### config.mk
export PLATFORM = sky130hd
export DESIGN_NAME = tcw_ctrl
export DESIGN_NICKNAME = d
export VERILOG_FILES = /design/src/rtl/tcw_pkg.sv /design/src/rtl/tcw_ctrl.sv
export SDC_FILE = /design/constraint.sdc
export NUM_CORES = 1
export LEC_CHECK = 0
export BUFFER_PORTS_ARGS = -buffer_cell sky130_fd_sc_hd__buf_2
export CORE_AREA = 3 3 40 42
export CTS_BUF_LIST = sky130_fd_sc_hd__clkbuf_8
export DETAILED_ROUTE_END_ITERATION = 8
export DIE_AREA = 0 0 43 45
export PLACE_DENSITY_LB_ADDON = 0.2
export SYNTH_ARGS = -nofsm -noshare
export SYNTH_HDL_FRONTEND = slang
export SYNTH_SLANG_ARGS = --single-unit
### constraint.sdc
create_clock -name clk -period 1.4 [get_ports clk]
set_input_delay 0.35 -clock clk [delete_from_list [all_inputs] [get_ports clk]]
set_output_delay 0.35 -clock clk [all_outputs]
set_load 0.05 [all_outputs]
### src/rtl/tcw_pkg.sv
`default_nettype none

package tcw_pkg;

  localparam int COL_W  = 7;
  localparam int ROW_W  = 5;
  localparam int BYTE_W = 8;
  localparam int CELL_W = 2 * BYTE_W;

  localparam logic [BYTE_W-1:0] CH_NEWLINE       = 8'h0a;
  localparam logic [BYTE_W-1:0] CH_BACKSPACE     = 8'h08;
  localparam logic [BYTE_W-1:0] CH_BLANK         = 8'h20;
  localparam logic [BYTE_W-1:0] BLANK_ATTR_RESET = 8'h07;

  typedef enum logic [1:0] {
    CMD_PRINT      = 2'd0,
    CMD_SET_CURSOR = 2'd1,
    CMD_WRITE_CELL = 2'd2,
    CMD_READ_CELL  = 2'd3
  } cmd_t;

  typedef enum logic [2:0] {
    ST_CLEAR,
    ST_IDLE,
    ST_READ,
    ST_SCROLL,
    ST_FILL,
    ST_PUSH
  } state_t;

  // controller to datapath
  typedef struct packed {
    logic accept;
    logic clear;
    logic move;
    logic fill;
    logic capture;
    logic push;
  } ctrl_cmd_t;

  // datapath to controller
  typedef struct packed {
    logic scroll_needed;
    logic read_inside;
    logic clear_last;
    logic move_last;
    logic fill_last;
    logic out_free;
  } dp_status_t;

endpackage

`default_nettype wire

### src/rtl/tcw_ctrl.sv
`default_nettype none

module tcw_ctrl (
  input  wire logic               clk,
  input  wire logic               rst_n,
  input  wire logic               in_valid,
  output logic                    in_ready,
  input  wire tcw_pkg::dp_status_t status,
  output tcw_pkg::ctrl_cmd_t      ctrl
);
  import tcw_pkg::*;

  state_t state_r, state_nxt;

  always_ff @(posedge clk) begin
    if (!rst_n) begin
      state_r <= ST_CLEAR;
    end else begin
      state_r <= state_nxt;
    end
  end

  always_comb begin
    state_nxt = state_r;
    case (state_r)
      ST_CLEAR: begin
        if (status.clear_last) state_nxt = ST_IDLE;
      end
      ST_IDLE: begin
        if (in_valid) begin
          if (status.scroll_needed) begin
            state_nxt = ST_SCROLL;
          end else if (status.read_inside) begin
            state_nxt = ST_READ;
          end else begin
            state_nxt = ST_PUSH;
          end
        end
      end
      ST_READ:   state_nxt = ST_PUSH;
      ST_SCROLL: begin
        if (status.move_last) state_nxt = ST_FILL;
      end
      ST_FILL: begin
        if (status.fill_last) state_nxt = ST_PUSH;
      end
      ST_PUSH: begin
        if (status.out_free) state_nxt = ST_IDLE;
      end
      default: state_nxt = ST_CLEAR;
    endcase
  end

  always_comb begin
    in_ready     = (state_r == ST_IDLE);
    ctrl         = '0;
    ctrl.accept  = (state_r == ST_IDLE) && in_valid;
    ctrl.clear   = (state_r == ST_CLEAR);
    ctrl.move    = (state_r == ST_SCROLL);
    ctrl.fill    = (state_r == ST_FILL);
    ctrl.capture = (state_r == ST_READ);
    ctrl.push    = (state_r == ST_PUSH) && status.out_free;
  end

endmodule

`default_nettype wire

; ---- Word-level counts from Yosys, hierarchy flattened
; Index checks and enable logic that the tools add are counted.
; Widths: inputs -> output; s select.
[totals]
reg_bits = 3
input_bits = 9
out_inout_bits = 7
elab_cells = 23
[op_classes]
eq_ne = 10
muxes = 8
reduce_logical = 4
[ops]
columns = operator, count
row1 = $mux 3, 7
row2 = $pmux 3 s6, 1
row3 = $ne 2x2->1 const B, 5
row4 = $eq 3x2->1 const B, 2
row5 = $eq 3x3->1 const B, 2
row6 = $reduce_and 5->1, 1
row7 = $eq 3x1->1 const B, 1
row8 = $logic_not 3->1, 1
row9 = $logic_and 1x1->1, 2

; ---- Logic depth before layout (Yosys ltp)
[logic_depth]
word_depth = 4
depth_mapped = 4

; ---- Worst setup path after synthesis
; Ideal clock, no wire load.
[synth_path]
path_kind = register to output
startpoint = register state_r[1]
endpoint = output ctrl[5] (netlist name)
arrival_ps = 2141
t_required_ps = 1050
setup_slack_ps = -1091
stages_incl_launch_ff = 3
cell_sequence = dfxtp_1 nor3b_1 and2_1
[synth_rtl]
columns = item, line_no
row1 = start: declaration, tcw_ctrl.sv:13  ; state_t state_r, state_nxt;
row2 = start signal: assignment, tcw_ctrl.sv:19  ; state_r <= state_nxt;
row3 = end: declaration, tcw_ctrl.sv:9  ; output tcw_pkg::ctrl_cmd_t ctrl

==> results by group <==
Synthesis
  • Mapped Nets: 44
  • Post-synth ARST share: 0
  • Register area share after synthesis: 0.191
  • Post-synth EDFFs: 0
  • Post-synthesis cell area: 314 um^2
  • #FFs+latches synth: 3
  • Synth Area per Inst: 8.97 um^2
  • Cells after synthesis: 35
  • Synth Flop Type: dfxtp_1
  • Cell variety after synth: 25
  • Ys Warns: 0

Place
  • IO Port Bufs: 15
  • Gpl congestion: 0.797
  • Inst Count DP: 71
  • Post-DP HPWL: 703 um
  • Pre-CTS WS: -0.0362 ns

STA
  • Setup Viol. Count Final: 7
  • Worst setup margin: -0.0511 ns
  • Final cycle utilization of the critical path: 1.04
  • Skew final: 0.00237 ns
  • Slew @ Worst Pin: 0.248 ns
  • Period minus WS final: 1.45 ns
  • Hold slack: 0.392 ns
  • RSZ-0062 raised after global routing: yes
  • Fmax: 0.689 GHz
  • Setup TNS: -0.230 ns
  • Rel. slew slack: 0.836
  • Slew Limit Fails: 0
  • Hold Vio Cnt, Final: 0

Floorplan
  • Die H: 45 um
  • Core area: 1280 um^2
  • DIE AREA: 1940 um^2
  • Rows: 13
  • Die X: 43 um
  • Initial core utilization: 0.244
  • Ports: 16

Worst setup path
  • Crit Path Class: register to primary output
  • Worst R2R Path Depth: 5
  • Req. time, crit path: 1.05 ns
  • Worst setup SP type: register
  • CP max stage delay: 0.35 ns
  • Crit path cell chain: nor3b_4, and2_4, buf_8
  • Critical path's slowest cell: dfxtp_4
  • CP arrival: 1.10 ns
  • Worst reg2reg endpoint: state_r[0]$_SDFFE_PN0P_
  • Crit Path Max Fanout: 5
  • FF-to-FF Start: state_r[2]$_SDFFE_PN0P_
  • Endpoint type of the worst setup path: primary output
  • FF-to-FF setup slack: 0.13 ns

Clock network
  • Worst-Skew Late Latency: 0.22 ns
  • CTS Hold Bufs: 0
  • CTS max path bufs: 2
  • Sink Count: 3
  • Total CTS buffers: 3
  • Root buf cell: clkbuf_8
  • H-Tree Depth: 1
  • CTS tree: yes
  • CTS clk-pin slew, worst paths: 0.03 ns

Power
  • Logic pwr share: 0.452
  • Sw Share: 0.341
  • Power Density: 1010 nW/um^2
  • Pwr Total: 0.000642 W
  • Leakage: 0.287 nW
  • Int Pwr: 0.000423 W
  • Clock share of power: 0.380
  • Max VDD drop: 0.329 mV
  • Net switching power: 0.000219 W
  • Part of the power in registers: 0.168

Finish
  • Antenna cells: 0
  • Reg with most FFs: state_r
  • Area Overhead vs Synth: 102%
  • Fraction of layout cells with a size suffix above 1: 0.698
  • Final nets: 73
  • Max FFs per register: 3
  • Most frequent cells in the layout: 9 x buf_2, 9 x buf_4, 6 x buf_6
  • Top flop regs: state_r: 3 flops
  • Non-filler cells, final: 78

Route
  • Routed len/inst: 11.7 um
  • Iter 0 DRT Violations: 5
  • Vias: 351
  • Routed Antenna Nets: 0
  • Vias per Instance: 4.50
  • DRT Pass-1 Iters: 3
  • DRC Markers: 0
  • Final wirelength: 916 um

Min path
  • Hold path startpoint: rst_n
  • Worst hold path class: primary input to register
  • Hold depth: 3
  • Hold Path Sink: state_r[0]$_SDFFE_PN0P_

GRT
  • Overall routing resource usage: 0.108
  • Largest net degree at the start of global routing: 7
  • First-pass GRT wire length: 1.52 mm
  • Vias in the first global route: 354
  • Congestion Overflow GR: 0
  • Initial antenna violation count: 0

Run status
  • Failing checks: setup timing
  • Status: complete, but fails checks

Flow run
  • Max-cap viol count: 0
## routing by layer
metal | wire [um] | part of all wire | track usage | vias up
met5 | 0 | 0 | 0 | -
li1 | - | - | - | 184
met4 | 14 | 0.015 | 0.0723 | 0
met3 | 57 | 0.062 | 0.0239 | 3
met1 | 440 | 0.48 | 0.141 | 150
met2 | 404 | 0.44 | 0.159 | 14
## power groups by stage
| stage | sequential [W] | combinational (W) | clock (W) |
|---|---|---|---|
| finish | 0.000108 | 0.000290 | 0.000244 |
| global route | 0.000110 | 0.000308 | 0.000262 |
| global placement | 0.000108 | 0.000249 | 0 |
| floorplan | 0.000101 | 0.000182 | 0 |
| CTS | 0.000108 | 0.000282 | 0.000245 |
| detailed placement | 0.000107 | 0.000247 | 0 |
## critical path, delay by kind of cell, from the launching register on
| kind | cells | cell delay [ns] |
|---|---|---|
| AND/OR/NAND/NOR | 2 | 0.40 |
| flip-flops | 1 | 0.35 |
| buffers and inverters | 1 | 0.13 |
## repair_timing
action	CTS	global route
setup endpoints to repair	7	7
setup buffers	1	2
gates resized for setup	26	0
hold endpoints to repair	0	0
gates cloned	0	0
pin swaps	3	1
## Yosys cell counts, types with 2 or more instances
library cell / instances / area, um^2
dfxtp_1: 3 / 60.1
nor2_1: 2 / 7.51
nand2b_1: 2 / 12.5
nor3b_1: 2 / 15.0
and2_1: 2 / 12.5
and2b_1: 2 / 15.0
buf_6: 2 / 22.5
nor3_1: 2 / 10.0
a21oi_1: 2 / 10.0
## area by class of cell
| cell class | count | area [um^2] |
|---|---|---|
| Timing Repair Buffer | 27 | 225 |
| Inverter | 1 | 3.75 |
| Multi-Input combinational cell | 28 | 270 |
| Tap cell | 15 | 18.8 |
| Sequential cell | 3 | 71.3 |
| Clock inverter | 1 | 3.75 |
| Clock buffer | 3 | 41.3 |
| Fill cell | 115 | 651 |
## cells by family (layout without fill, tap and decap cells)
| kind of cell | count (synthesis) | count (layout) | share of synthesized area |
|---|---|---|---|
| AND/OR/NAND/NOR | 18 | 18 | 0.402 |
| AO/OA/AOI/OAI | 8 | 8 | 0.219 |
| buffers and inverters | 4 | 32 | 0.108 |
| flip-flops | 3 | 3 | 0.191 |
| multiplexers | 2 | 2 | 0.0797 |
## stage by stage
step	area, um^2	util
6_report	634	0.494
3_3_place_gp	490	0.382
3_5_place_dp	490	0.382
5_1_grt	634	0.494
2_1_floorplan	359	-
4_1_cts	619	0.482
## worst max-delay path by stage
stage	startpoint	end	cells after the start
after floorplan	state_r[2]$_SDFFE_PN0P_	ctrl[5]	2
after global placement	state_r[2]$_SDFFE_PN0P_	ctrl[2]	3
after detailed placement	state_r[2]$_SDFFE_PN0P_	ctrl[2]	3
after CTS	state_r[1]$_SDFFE_PN0P_	ctrl[5]	3
after global routing	state_r[1]$_SDFFE_PN0P_	ctrl[5]	3
final	state_r[1]$_SDFFE_PN0P_	ctrl[5]	3
No activity file was read; power rests on OpenSTA's default activity.
